## config.mk

```make
export PLATFORM = sky130hd
export DESIGN_NAME = newton_square_root_unit
export DESIGN_NICKNAME = d
export VERILOG_FILES = /design/src/nsr_pkg.sv /design/src/nsr_ctrl.sv /design/src/nsr_dp.sv /design/src/newton_square_root_unit.sv
export SDC_FILE = /design/constraint.sdc
export NUM_CORES = 2
export LEC_CHECK = 0
export BUFFER_PORTS_ARGS = -buffer_cell sky130_fd_sc_hd__buf_2
export CORE_MARGIN = 2
export CORE_UTILIZATION = 59
export CTS_CLUSTER_SIZE = 10
export DETAILED_ROUTE_END_ITERATION = 10
export PLACE_DENSITY = 0.79
export SETUP_SLACK_MARGIN = 0.1
export SYNTH_ARGS = -nofsm -noshare
export SYNTH_HDL_FRONTEND = slang
export SYNTH_SLANG_ARGS = --single-unit
```

## constraint.sdc

```tcl
create_clock -name clk -period 8.41 [get_ports clk]
set_input_delay 1.2615 -clock clk [delete_from_list [all_inputs] [get_ports clk]]
set_output_delay 1.2615 -clock clk [all_outputs]
set_load 0.1 [all_outputs]
```

## src/nsr_pkg.sv

```systemverilog
// ============================================================================
// nsr_pkg
// Shared types and constants for the Newton-Raphson square root unit.
// ============================================================================
package nsr_pkg;

    // Default fixed-point format and step limit
    localparam int FRAC_BITS_DEF = 16;
    localparam int INT_BITS_DEF  = 24;
    localparam int MAX_STEPS_DEF = 64;

    // Fixed port widths
    localparam int VAL_W  = 40;
    localparam int STEP_W = 7;
    localparam int TOL_W  = 20;

    localparam logic [TOL_W-1:0] TOL_RESET = 20'd6554;

    // Partial product selector for the split square
    typedef enum logic [1:0] {
        PP_LL = 2'd0,
        PP_LH = 2'd1,
        PP_HH = 2'd2
    } pp_phase_t;

    // Controller -> datapath
    typedef struct packed {
        logic      load;
        logic      mul_issue;
        pp_phase_t mul_phase;
        logic      mul_acc;
        logic      sub;
        logic      abs_en;
        logic      div_init;
        logic      div_step;
        logic      update;
        logic      out_load;
        logic      conv;
    } nsr_cmd_t;

    // Datapath -> controller
    typedef struct packed {
        logic err_ok;
        logic steps_max;
        logic out_free;
    } nsr_status_t;

endpackage

```

## src/nsr_ctrl.sv

```systemverilog
// ============================================================================
// nsr_ctrl
// Sequencer: square, error check, serial divide and update per Newton step.
// ============================================================================
module nsr_ctrl #(
    parameter int FRAC_BITS = nsr_pkg::FRAC_BITS_DEF,
    parameter int INT_BITS  = nsr_pkg::INT_BITS_DEF
) (
    input  logic                 clk,
    input  logic                 rst_n,
    input  logic                 in_valid,
    output logic                 in_ready,
    input  nsr_pkg::nsr_status_t status,
    output nsr_pkg::nsr_cmd_t    cmd
);

    localparam int W  = INT_BITS + FRAC_BITS;
    localparam int CW = $clog2(2 * W);

    typedef enum logic [7:0] {
        S_IDLE  = 8'b0000_0001,
        S_MUL   = 8'b0000_0010,
        S_SUB   = 8'b0000_0100,
        S_ABS   = 8'b0000_1000,
        S_CHECK = 8'b0001_0000,
        S_DIV   = 8'b0010_0000,
        S_UPD   = 8'b0100_0000,
        S_DONE  = 8'b1000_0000
    } state_t;

    state_t        state_reg, state_next;
    logic [CW-1:0] cnt_reg, cnt_next;
    logic          conv_reg, conv_next;

    always_ff @(posedge clk or negedge rst_n)
    begin
        if (!rst_n)
        begin
            state_reg <= S_IDLE;
            cnt_reg   <= '0;
            conv_reg  <= 1'b0;
        end
        else
        begin
            state_reg <= state_next;
            cnt_reg   <= cnt_next;
            conv_reg  <= conv_next;
        end
    end

    assign in_ready = (state_reg == S_IDLE);

    always_comb
    begin
        cmd        = '0;
        cmd.conv   = conv_reg;
        state_next = state_reg;
        cnt_next   = cnt_reg;
        conv_next  = conv_reg;

        case (cnt_reg[1:0])
            2'd0:    cmd.mul_phase = nsr_pkg::PP_LL;
            2'd1:    cmd.mul_phase = nsr_pkg::PP_LH;
            default: cmd.mul_phase = nsr_pkg::PP_HH;
        endcase

        unique case (state_reg)
            S_IDLE:
            begin
                if (in_valid)
                begin
                    cmd.load   = 1'b1;
                    cnt_next   = '0;
                    state_next = S_MUL;
                end
            end
            S_MUL:
            begin
                // issue on counts 0..2, accumulate on counts 1..3
                cmd.mul_issue = (cnt_reg != CW'(3));
                cmd.mul_acc   = (cnt_reg != '0);
                if (cnt_reg == CW'(3))
                begin
                    cnt_next   = '0;
                    state_next = S_SUB;
                end
                else
                begin
                    cnt_next = cnt_reg + CW'(1);
                end
            end
            S_SUB:
            begin
                cmd.sub    = 1'b1;
                state_next = S_ABS;
            end
            S_ABS:
            begin
                cmd.abs_en = 1'b1;
                state_next = S_CHECK;
            end
            S_CHECK:
            begin
                if (status.err_ok)
                begin
                    conv_next  = 1'b1;
                    state_next = S_DONE;
                end
                else if (status.steps_max)
                begin
                    conv_next  = 1'b0;
                    state_next = S_DONE;
                end
                else
                begin
                    cmd.div_init = 1'b1;
                    cnt_next     = '0;
                    state_next   = S_DIV;
                end
            end
            S_DIV:
            begin
                cmd.div_step = 1'b1;
                if (cnt_reg == CW'(2 * W - 1))
                begin
                    cnt_next   = '0;
                    state_next = S_UPD;
                end
                else
                begin
                    cnt_next = cnt_reg + CW'(1);
                end
            end
            S_UPD:
            begin
                cmd.update = 1'b1;
                cnt_next   = '0;
                state_next = S_MUL;
            end
            S_DONE:
            begin
                if (status.out_free)
                begin
                    cmd.out_load = 1'b1;
                    state_next   = S_IDLE;
                end
            end
            default:
            begin
                state_next = S_IDLE;
            end
        endcase
    end

endmodule

```

## src/nsr_dp.sv

```systemverilog
// ============================================================================
// nsr_dp
// Datapath: estimate, split squarer, error magnitude, restoring divider,
// tolerance register and output register.
// ============================================================================
module nsr_dp #(
    parameter int FRAC_BITS = nsr_pkg::FRAC_BITS_DEF,
    parameter int INT_BITS  = nsr_pkg::INT_BITS_DEF,
    parameter int MAX_STEPS = nsr_pkg::MAX_STEPS_DEF
) (
    input  logic                        clk,
    input  logic                        rst_n,
    input  nsr_pkg::nsr_cmd_t           cmd,
    output nsr_pkg::nsr_status_t        status,
    input  logic [nsr_pkg::VAL_W-1:0]   value,
    input  logic                        tolerance_we,
    input  logic [nsr_pkg::TOL_W-1:0]   tolerance_wdata,
    output logic                        out_valid,
    input  logic                        out_ready,
    output logic [nsr_pkg::VAL_W-1:0]   root,
    output logic [nsr_pkg::STEP_W-1:0]  step_count,
    output logic                        converged
);

    localparam int W    = INT_BITS + FRAC_BITS;
    localparam int L    = (W + 1) / 2;
    localparam int EW   = 2 * W - FRAC_BITS;
    localparam int PONE = ((1 << FRAC_BITS) + 5) / 10;   // 0.1 rounded
    localparam int XW   = nsr_pkg::VAL_W + W;

    logic [nsr_pkg::TOL_W-1:0]  tol_reg;
    logic [W-1:0]               x_reg;
    logic [W-1:0]               v_reg;
    logic [2*L-1:0]             prod_reg;
    nsr_pkg::pp_phase_t         pp_phase_reg;
    logic [2*W-1:0]             sq_reg;
    logic [2*W:0]               sd_reg;
    logic                       neg_reg;
    logic [2*W-1:0]             dvd_reg;     // |x*x - v|, then quotient
    logic [W:0]                 rem_reg;
    logic [nsr_pkg::STEP_W-1:0] steps_reg;
    logic                       out_valid_reg;
    logic [nsr_pkg::VAL_W-1:0]  root_reg;
    logic [nsr_pkg::STEP_W-1:0] step_out_reg;
    logic                       conv_out_reg;

    // input trim / output fit
    logic [XW-1:0] val_ext, root_ext;
    logic [W-1:0]  v_in, x_init;

    assign val_ext  = XW'(value);
    assign v_in     = val_ext[W-1:0];
    assign x_init   = (v_in > W'(PONE)) ? v_in : W'(PONE);
    assign root_ext = XW'(x_reg);

    // split squarer, one L x L product per cycle
    logic [L-1:0]   x_lo, x_hi, op_a, op_b;
    logic [2*L-1:0] prod;
    logic [2*W-1:0] pp_term, sq_base;

    assign x_lo = x_reg[L-1:0];
    assign x_hi = L'(x_reg[W-1:L]);

    always_comb
    begin
        case (cmd.mul_phase)
            nsr_pkg::PP_LL:
            begin
                op_a = x_lo;
                op_b = x_lo;
            end
            nsr_pkg::PP_LH:
            begin
                op_a = x_lo;
                op_b = x_hi;
            end
            default:
            begin
                op_a = x_hi;
                op_b = x_hi;
            end
        endcase
    end

    assign prod = {{L{1'b0}}, op_a} * {{L{1'b0}}, op_b};

    always_comb
    begin
        case (pp_phase_reg)
            nsr_pkg::PP_LL: pp_term = (2*W)'(prod_reg);
            nsr_pkg::PP_LH: pp_term = (2*W)'(prod_reg) << (L + 1);   // cross term twice
            default:        pp_term = (2*W)'(prod_reg) << (2 * L);
        endcase
        sq_base = (pp_phase_reg == nsr_pkg::PP_LL) ? '0 : sq_reg;
    end

    // error and its magnitude
    logic [2*W:0]   sd_next;
    logic [2*W-1:0] sd_neg;

    assign sd_next = {1'b0, sq_reg} - ((2*W+1)'(v_reg) << FRAC_BITS);
    assign sd_neg  = ~sd_reg[2*W-1:0] + (2*W)'(1);

    // restoring divide step, divisor 2x
    logic [W+1:0] rem_sh, dvs, rem_diff;
    logic         q_bit;

    assign rem_sh   = {rem_reg, dvd_reg[2*W-1]};
    assign dvs      = {1'b0, x_reg, 1'b0};
    assign q_bit    = (rem_sh >= dvs);
    assign rem_diff = rem_sh - dvs;

    // x update with saturation / floor at one ulp
    logic         q_hi;
    logic [W-1:0] q_lo;
    logic [W:0]   x_sum, x_dif;
    logic [W-1:0] x_upd;

    assign q_hi  = |dvd_reg[2*W-1:W];
    assign q_lo  = dvd_reg[W-1:0];
    assign x_sum = {1'b0, x_reg} + {1'b0, q_lo};
    assign x_dif = {1'b0, x_reg} - {1'b0, q_lo};

    always_comb
    begin
        if (neg_reg)
        begin
            x_upd = (q_hi || x_sum[W]) ? {W{1'b1}} : x_sum[W-1:0];
        end
        else
        begin
            x_upd = (q_hi || x_dif[W] || (x_dif[W-1:0] == '0)) ? W'(1) : x_dif[W-1:0];
        end
    end

    // status
    assign status.err_ok    = (dvd_reg[2*W-1:FRAC_BITS] <= EW'(tol_reg));
    assign status.steps_max = (steps_reg >= nsr_pkg::STEP_W'(MAX_STEPS));
    assign status.out_free  = !out_valid_reg || out_ready;

    // control-bearing registers
    always_ff @(posedge clk or negedge rst_n)
    begin
        if (!rst_n)
        begin
            tol_reg       <= nsr_pkg::TOL_RESET;
            out_valid_reg <= 1'b0;
        end
        else
        begin
            if (tolerance_we)
            begin
                tol_reg <= tolerance_wdata;
            end
            if (cmd.out_load)
            begin
                out_valid_reg <= 1'b1;
            end
            else if (out_ready)
            begin
                out_valid_reg <= 1'b0;
            end
        end
    end

    // payload registers
    always_ff @(posedge clk)
    begin
        if (cmd.load)
        begin
            v_reg     <= v_in;
            x_reg     <= x_init;
            steps_reg <= '0;
        end
        if (cmd.mul_issue)
        begin
            prod_reg     <= prod;
            pp_phase_reg <= cmd.mul_phase;
        end
        if (cmd.mul_acc)
        begin
            sq_reg <= sq_base + pp_term;
        end
        if (cmd.sub)
        begin
            sd_reg <= sd_next;
        end
        if (cmd.abs_en)
        begin
            neg_reg <= sd_reg[2*W];
            dvd_reg <= sd_reg[2*W] ? sd_neg : sd_reg[2*W-1:0];
        end
        if (cmd.div_init)
        begin
            rem_reg <= '0;
        end
        if (cmd.div_step)
        begin
            rem_reg <= q_bit ? rem_diff[W:0] : rem_sh[W:0];
            dvd_reg <= {dvd_reg[2*W-2:0], q_bit};
        end
        if (cmd.update)
        begin
            x_reg     <= x_upd;
            steps_reg <= steps_reg + nsr_pkg::STEP_W'(1);
        end
        if (cmd.out_load)
        begin
            root_reg     <= root_ext[nsr_pkg::VAL_W-1:0];
            step_out_reg <= steps_reg;
            conv_out_reg <= cmd.conv;
        end
    end

    assign out_valid  = out_valid_reg;
    assign root       = root_reg;
    assign step_count = step_out_reg;
    assign converged  = conv_out_reg;

endmodule

```

## src/newton_square_root_unit.sv

```systemverilog
// ============================================================================
// newton_square_root_unit
// Newton-Raphson square root of an unsigned Q(INT_BITS).(FRAC_BITS) value.
// ============================================================================
// One radicand beat in, one result beat out (Q24.16 by default). The
// estimate starts at max(value, 0.1), and each Newton step runs the split
// squarer (three half-width partial products through one multiplier), the
// signed error and its magnitude, the tolerance check, the bit-serial
// restoring divider that forms (x*x - value) / 2x, and the update, in that
// order. Items are handled one at a time; a new radicand is taken while the
// previous result still waits in the output register. The tolerance
// register (reset 6554, i.e. 0.1 in Q.16) is written through tolerance_we /
// tolerance_wdata; the user must write it only while the unit is idle, as the
// block itself does not enforce this.
// ============================================================================
module newton_square_root_unit #(
    parameter int FRAC_BITS = nsr_pkg::FRAC_BITS_DEF,
    parameter int INT_BITS  = nsr_pkg::INT_BITS_DEF,
    parameter int MAX_STEPS = nsr_pkg::MAX_STEPS_DEF
) (
    input  logic                        clk,
    input  logic                        rst_n,
    // radicand beat
    input  logic                        in_valid,
    output logic                        in_ready,
    input  logic [nsr_pkg::VAL_W-1:0]   value,
    // result beat
    output logic                        out_valid,
    input  logic                        out_ready,
    output logic [nsr_pkg::VAL_W-1:0]   root,
    output logic [nsr_pkg::STEP_W-1:0]  step_count,
    output logic                        converged,
    // tolerance register write
    input  logic                        tolerance_we,
    input  logic [nsr_pkg::TOL_W-1:0]   tolerance_wdata
);

    nsr_pkg::nsr_cmd_t    cmd;
    nsr_pkg::nsr_status_t status;

    // sequencer: one-hot FSM stepping squarer, check, divider, update
    nsr_ctrl #(
        .FRAC_BITS (FRAC_BITS),
        .INT_BITS  (INT_BITS)
    ) u_ctrl (
        .clk      (clk),
        .rst_n    (rst_n),
        .in_valid (in_valid),
        .in_ready (in_ready),
        .status   (status),
        .cmd      (cmd)
    );

    // arithmetic and result register
    nsr_dp #(
        .FRAC_BITS (FRAC_BITS),
        .INT_BITS  (INT_BITS),
        .MAX_STEPS (MAX_STEPS)
    ) u_dp (
        .clk             (clk),
        .rst_n           (rst_n),
        .cmd             (cmd),
        .status          (status),
        .value           (value),
        .tolerance_we    (tolerance_we),
        .tolerance_wdata (tolerance_wdata),
        .out_valid       (out_valid),
        .out_ready       (out_ready),
        .root            (root),
        .step_count      (step_count),
        .converged       (converged)
    );

endmodule

```

=== Yosys cells after proc, flatten, opt, wreduce, memory -nomap -nowiden ===
Index checks and enable logic that the tools add are counted.

* $mul: 1
* Magnitude comparators: 4
* Multiplexer cells: 49
* Reductions and logical operators: 21
* Bitwise gates (word level): 1
* Add/sub/neg operators: 8
* Eq/ne operators: 20

{| class="wikitable"
|+ Operators with widths
! kind !! count
|-
| two-way mux 80 bit || 4
|-
| two-way mux 40 bit || 6
|-
| one-hot mux 80 bit (2 select lines) || 1
|-
| two-way mux 41 bit || 3
|-
| subtractor 80 x 56 -> 81 bit || 1
|-
| adder 80 x 1 -> 80 bit, second input constant || 1
|-
| adder 80 bit || 1
|-
| inverter 80 bit || 1
|-
| less-or-equal comparator 64 x 20 -> 1 bit || 1
|-
| one-hot mux 8 bit (8 select lines) || 1
|-
| two-way mux 7 bit || 7
|-
| two-way mux 8 bit || 6
|-
| >= comparator 42 x 41 -> 1 bit || 1
|-
| adder 40 x 40 -> 41 bit || 1
|-
| subtractor 40 x 40 -> 41 bit || 1
|-
| subtractor 41 bit || 1
|-
| greater-than comparator 40 x 13 -> 1 bit, second input constant || 1
|-
| logical NOT 40 bit || 1
|-
| multiplier 20 x 20 -> 40 bit || 1
|-
| two-way mux 20 bit || 2
|-
| OR reduction 40 bit || 1
|-
| one-hot mux 7 bit (5 select lines) || 1
|-
| two-way mux 1 bit || 17
|-
| adder 7 x 1 -> 7 bit, second input constant || 2
|-
| other kinds (25) || 41
|}

* Input port bits: 65
* Bits in registers: 497
* Output and inout bits: 50
* Logic and storage cells: 122

=== Logic depth before layout (Yosys ltp) ===
* Word-level depth: 6
* Depth in mapped cells: 35
* Mapped depth without buffers: 32

=== Cells and area by module ===
A second synthesis with hierarchy kept.

* Cell total of the unflattened synthesis: 5537
* Area, all modules: 50099.3 um2

{| class="wikitable"
|+ Modules (own cells, without submodules)
! module !! seq. area each (um2) !! instances !! area an instance (um2) !! cells an instance
|-
| nsr_dp || 14347.5 || 1 || 49043.3 || 5424
|-
| nsr_ctrl || 401.6 || 1 || 1056.0 || 113
|}

=== Worst setup path after synthesis ===
OpenSTA, ideal clock, no wires.

* Path kind: flip-flop to flip-flop
* Start point: reg u_ctrl.cnt_reg[1]
* End point: reg u_dp.prod_reg[39], data pin
* Stages on the path, launching flop included: 36
* Data arrival time: 8.539 ns
* Setup time: 0.264 ns
* Buffers on the path: 5
* Slack: -0.393 ns
* Clock period less this slack: 8.803 ns
* Required time: 8.146 ns
* Cells stage by stage: dfrtp_1 > clkbuf_1 > inv_1 > clkbuf_1 > ha_1 > clkbuf_1 > clkbuf_1 > mux2i_1 > clkbuf_1 > nor2_1 > fa_1 > fa_1 > inv_1 > fa_1 > inv_1 > fa_1 > inv_1 > fa_1 > inv_1 > fa_1 > inv_1 > fa_1 > inv_1 > ha_1 > a21o_1 > a21o_1 > a21oi_1 > o211ai_1 > a31oi_1 > o21ai_0 > a31oi_1 > o21ai_0 > nand2_1 > o21ai_0 > a211oi_1 > xnor2_1

* Longest elaborated chain between the ends: 6
* Elaborated cells between the ends (all ways): 9
* Those cells by class: mul: 1; eq/ne: 2; mux: 3; reduce/logical: 3

{| class="wikitable"
|+ Ends and longest elaborated chain
! element !! line !! RTL
|-
| start, declared || nsr_ctrl.sv:32 || <nowiki>logic [CW-1:0] cnt_reg, cnt_next;</nowiki>
|-
| start signal, assigned || nsr_ctrl.sv:46 || <nowiki>cnt_reg <= cnt_next;</nowiki>
|-
| == test 2 x 1 -> 1 bit or logical NOT 2 bit (tied branches) || nsr_ctrl.sv:61 || <nowiki>case (cnt_reg[1:0])</nowiki>
|-
| one-hot mux 2 bit (2 select lines) * || nsr_ctrl.sv:61 ||
|-
| == test 2 x 1 -> 1 bit or logical NOT 2 bit (tied branches) || nsr_dp.sv:66 || <nowiki>case (cmd.mul_phase)</nowiki>
|-
| OR reduction 2 bit (no source line) || - ||
|-
| two-way mux 20 bit || nsr_dp.sv:66 ||
|-
| multiplier 20 x 20 -> 40 bit * || nsr_dp.sv:85 || <nowiki>assign prod = {{L{1'b0}}, op_a} * {{L{1'b0}}, op_b};</nowiki>
|-
| via u_dp.prod[39] || nsr_dp.sv:58 || <nowiki>logic [2*L-1:0] prod;</nowiki>
|-
| end signal, assigned || nsr_dp.sv:177 || <nowiki>prod_reg <= prod;</nowiki>
|-
| end, declared || nsr_dp.sv:34 || <nowiki>logic [2*L-1:0] prod_reg;</nowiki>
|}

The timed path passes the listed nets; every way through them passes the cells marked *.
A chain may end at the register's enable or synchronous reset.

=== Worst setup path after layout ===
* Start point: reg u_dp.x_reg[11]
* End point: reg u_dp.prod_reg[38], data pin

* Longest elaborated chain between the ends: 2
* Elaborated cells between the ends (all ways): 3
* Those cells by class: mul: 1; mux: 2

{| class="wikitable"
|+ Ends and longest elaborated chain
! element !! line !! RTL
|-
| start, declared || nsr_dp.sv:32 || <nowiki>logic [W-1:0] x_reg;</nowiki>
|-
| start signal, assigned || nsr_dp.sv:172 || <nowiki>x_reg <= x_init;</nowiki>
|-
| start signal, assigned || nsr_dp.sv:204 || <nowiki>x_reg <= x_upd;</nowiki>
|-
| two-way mux 20 bit || nsr_dp.sv:66 ||
|-
| multiplier 20 x 20 -> 40 bit * || nsr_dp.sv:85 ||
|-
| via u_dp.prod[38] || nsr_dp.sv:58 ||
|}

Marked as above.

==> flow_results.org <==
** Status
- The run finished with clean final reports.

** Clocking
- The number of hold buffers added after CTS was 0.
- Worst-skew pair later-pin latency :: 0.66 ns
- CTS placed an instance of sky130_fd_sc_hd__clkbuf_16 at the clock tree root.
- After clock tree synthesis, the setup repair step added 0 buffers.
- Counting every sink on the clock net gives 497.
- The H-tree was split into 2 levels.
- TritonCTS built the clock tree.
- The clock passes through at most 3 buffers.
- Clock-pin slew was measured on the worst setup and hold paths at 0.06 ns.
- The number of clock buffers added by TritonCTS is 59.
- Post-CTS repair changed the size of 2 cells.

** Yosys
- Counting flops with a built-in enable in the synthesized netlist gives 460.
- After synthesis, flip-flops and latches occupy 30.6% of the total area.
- Yosys printed 0 warnings.
- Synthesis inferred 497 register bits.
- Flip-flop cell with the highest count after synthesis :: sky130_fd_sc_hd__edfxtp_1
- Unique cell type count in the Yosys netlist :: 93
- In this run the biggest area consumer among cell types represents 28.7% of the synthesized area.
- Post-Synthesis Net Count :: 6049
- Synthesis handed over a netlist of 5263 instances.
- The synthesized netlist occupies a cell area of 48200 µm².
- Cell types with the largest area share after synthesis :: sky130_fd_sc_hd__edfxtp_1 (29%), sky130_fd_sc_hd__fa_1 (13%), sky130_fd_sc_hd__ha_1 (10%), sky130_fd_sc_hd__inv_1 (4.5%), sky130_fd_sc_hd__nor2_1 (4.3%)
- For this run, asynchronously set or reset flops after synthesis account for 7.44%.
- Averaged over all synthesized cells, the footprint is 9.15 µm².
- Of all cell types, the one taking the most synthesized area is sky130_fd_sc_hd__edfxtp_1.

** Layout
- Most common cell after layout, fill and taps aside :: sky130_fd_sc_hd__inv_1
- After routing the design area is 52200 µm².
- Multi-input gate area :: 30600 µm²
- Total area of sequential cells :: 14700 µm²
- In the layout the commonest cells are sky130_fd_sc_hd__inv_1 (580), sky130_fd_sc_hd__nor2_1 (547), sky130_fd_sc_hd__nand2_1 (509).
- Area growth syn-to-layout :: 8.41%
- Max FFs per register :: 81
- For this run, the post-layout net count is 6151.
- Number of fillers in the final layout :: 6628
- Share of cells above drive strength 1 :: 7.58%

** Floorplan
- The floorplan has 104 rows.
- Floorplan die height :: 290 µm
- In this run the standard cell core region covers 80700 µm².
- The initial utilization of the core area, before any placement, comes to 59.7%.
- 115 I/O pins were placed.
- Die ar. :: 84000 µm²
- Measured along the x axis, the die boundary spans 290 µm.

** Placed design
- Summed over all nets, the half-perimeter wirelength after detailed placement is 122000 µm.
- Once placement finished, the instance area stood at 50400 µm².
- Global placer's final weighted congestion :: 1.05
- Buffers added on ports :: 114

** Timing
- Slew Limit Headroom :: 20.3%
- For this run, the top clock speed supported by timing is 0.125 GHz.
- The final number of hold-violating endpoints is 0.
- Minimum clock period :: 8.03 ns
- Setup violations remaining at the end of the flow were counted as 0.
- Tightest Pin Transition :: 1.18 ns
- Clock Skews :: 0.0371 ns
- Post-Route Hold Slack :: 0.469 ns
- Setup repair after global routing could not meet its margin everywhere.
- The count of final max-slew check failures is 0.
- Ratio of final minimum period to clock period :: 95.5%

** Critical path
- Data arrives at the worst endpoint at 8.42 ns.
- STA puts the critical path data required time at 8.80 ns.
- Largest fanout of any net on the critical path :: 6
- Kind of end point of the critical path :: flip-flop
- Element type at the critical path start :: flip-flop
- The setup path with the least slack is of type reg -> reg.
- In this run the register-to-register setup slack is 0.38 ns.

** Global route
- Entering global routing, the biggest net connects 81 pins.
- The number of antenna violations at the first check in global routing was 5.
- Global-route total usage across every layer :: 37.3%
- Wire length of the first global-routing pass :: 236000 µm
- Vias in the first global route :: 39300
- Global routing finished with a remaining overflow of 0.

** Routing
- First DRT Iteration DRCs :: 4530
- Vias :: 41200
- Final routed DRC violation total :: 0
- Avg Vias per Cell :: 6.37
- ANT nets after route :: 0
- Avg WL per Cell :: 24.2 µm
- Before antenna repair, the detailed router went through 8 iterations.
- Total detailed-routing wirelength :: 157000 µm

** Hold path
- Hold WC Path Type :: reg -> reg

** Run
- Max_cap viols :: 0
==> path summary, 6_finish.rpt <==
kind / to / start / depth (start not counted)
setup / recovery: u_dp.prod_reg[38] / u_dp.x_reg[11] / 23
hold / removal: u_dp.converged / u_ctrl.conv_reg / 0
setup reg to reg: u_dp.prod_reg[38] / u_dp.x_reg[11] / 23
hold reg to reg: u_dp.converged / u_ctrl.conv_reg / 0
max in group asynchronous: u_ctrl.state_reg[1] / rst_n / 1
min in group asynchronous: u_dp.tol_reg[0] / rst_n / 1
==> cell families (layout without fill, tap and decap cells) <==
| group | Yosys count | count (layout) | synth area share, % |
|---|---|---|---|
| AOI/OAI and AO/OA | 1216 | 1216 | 16.2 |
| xor gates and xnor gates | 329 | 329 | 5.98 |
| adders and majority gates | 721 | 721 | 23.8 |
| buffers and inverters | 785 | 929 | 6.16 |
| DFF | 497 | 497 | 30.6 |
| muxes | 72 | 72 | 1.50 |
| other | 1 | 5 | 0.00778 |
| and+or+nand+nor | 1642 | 1642 | 15.8 |
==> metal layers <==
layer	up-vias	wire [µm]	GRT usage [%]
li1	18400	-	-
met1	19800	61800	51.5
met2	2420	66700	55.2
met3	576	16800	6.48
met4	0	11500	22.4
met5	-	0	0
==> area by class of cell <==
type / instances / area share, %
well taps: 1060 / 2.54
diodes: 4 / 0.0192
inverters: 582 / 4.18
repair buffers: 244 / 3.05
flip-flops and latches: 497 / 28.2
multi-input cells: 3981 / 58.7
clock buffers: 90 / 3.09
clock inverters: 13 / 0.228
==> through the flow <==
stage | setup WS [ns] | utilization [%] | TNS [ns] | std cells
2_1_floorplan | 0.101 | - | 0 | 5263
3_3_place_gp | 0.0699 | 62.5 | 0 | 6364
3_5_place_dp | -0.125 | 62.5 | -0.293 | 6364
4_1_cts | 0.118 | 64.6 | 0 | 6467
5_1_grt | 0.0804 | 64.7 | 0 | 6467
6_report | 0.381 | 64.7 | 0 | 6471
==> synthesized netlist by cell type, types with 11 or more instances <==
| cell type | number |
|---|---|
| sky130_fd_sc_hd__a211o_1 | 11 |
| sky130_fd_sc_hd__a211oi_1 | 35 |
| sky130_fd_sc_hd__a21boi_0 | 21 |
| sky130_fd_sc_hd__a21boi_1 | 12 |
| sky130_fd_sc_hd__a21o_1 | 139 |
| sky130_fd_sc_hd__a21oi_1 | 311 |
| sky130_fd_sc_hd__a22o_1 | 26 |
| sky130_fd_sc_hd__a31oi_1 | 49 |
| sky130_fd_sc_hd__and2_1 | 102 |
| sky130_fd_sc_hd__and3_1 | 29 |
| sky130_fd_sc_hd__buf_1 | 16 |
| sky130_fd_sc_hd__buf_2 | 12 |
| sky130_fd_sc_hd__clkbuf_1 | 174 |
| sky130_fd_sc_hd__dfrtp_1 | 29 |
| sky130_fd_sc_hd__edfxtp_1 | 460 |
| sky130_fd_sc_hd__fa_1 | 324 |
| sky130_fd_sc_hd__ha_1 | 397 |
| sky130_fd_sc_hd__inv_1 | 580 |
| sky130_fd_sc_hd__mux2i_1 | 71 |
| sky130_fd_sc_hd__nand2_1 | 509 |
| sky130_fd_sc_hd__nand2b_1 | 43 |
| sky130_fd_sc_hd__nand3_1 | 70 |
| sky130_fd_sc_hd__nand3b_1 | 12 |
| sky130_fd_sc_hd__nand4_1 | 52 |
| sky130_fd_sc_hd__nor2_1 | 547 |
| sky130_fd_sc_hd__nor2b_1 | 49 |
| sky130_fd_sc_hd__nor3_1 | 78 |
| sky130_fd_sc_hd__nor4_1 | 44 |
| sky130_fd_sc_hd__o211ai_1 | 24 |
| sky130_fd_sc_hd__o21a_1 | 47 |
| sky130_fd_sc_hd__o21ai_0 | 289 |
| sky130_fd_sc_hd__o21ai_1 | 25 |
| sky130_fd_sc_hd__o21bai_1 | 43 |
| sky130_fd_sc_hd__o31ai_1 | 52 |
| sky130_fd_sc_hd__or2_2 | 25 |
| sky130_fd_sc_hd__or3_1 | 31 |
| sky130_fd_sc_hd__or4_1 | 17 |
| sky130_fd_sc_hd__xnor2_1 | 171 |
| sky130_fd_sc_hd__xor2_1 | 158 |
==> critical path, cell delays in order, from the launching register on <==
cell,delay [ns]
sky130_fd_sc_hd__edfxtp_1,0.61
sky130_fd_sc_hd__inv_1,0.19
sky130_fd_sc_hd__o21ai_1,0.84
sky130_fd_sc_hd__buf_4,0.31
sky130_fd_sc_hd__nand2_1,0.09
sky130_fd_sc_hd__fa_1,0.52
sky130_fd_sc_hd__inv_1,0.05
sky130_fd_sc_hd__fa_1,0.52
sky130_fd_sc_hd__fa_1,0.45
sky130_fd_sc_hd__fa_1,0.52
sky130_fd_sc_hd__fa_1,0.53
sky130_fd_sc_hd__fa_1,0.51
sky130_fd_sc_hd__ha_1,0.34
sky130_fd_sc_hd__ha_1,0.37
sky130_fd_sc_hd__a21o_1,0.18
sky130_fd_sc_hd__a21oi_1,0.12
sky130_fd_sc_hd__o21ai_0,0.16
sky130_fd_sc_hd__or3b_2,0.52
sky130_fd_sc_hd__o21ai_2,0.22
sky130_fd_sc_hd__o31ai_2,0.12
sky130_fd_sc_hd__nor3_1,0.21
sky130_fd_sc_hd__o21bai_1,0.11
sky130_fd_sc_hd__a21oi_1,0.18
sky130_fd_sc_hd__xnor2_1,0.08
Power is left out: the tool's default activity adds up to more than one toggle a clock period on the data nets, which glitch-free logic cannot reach.
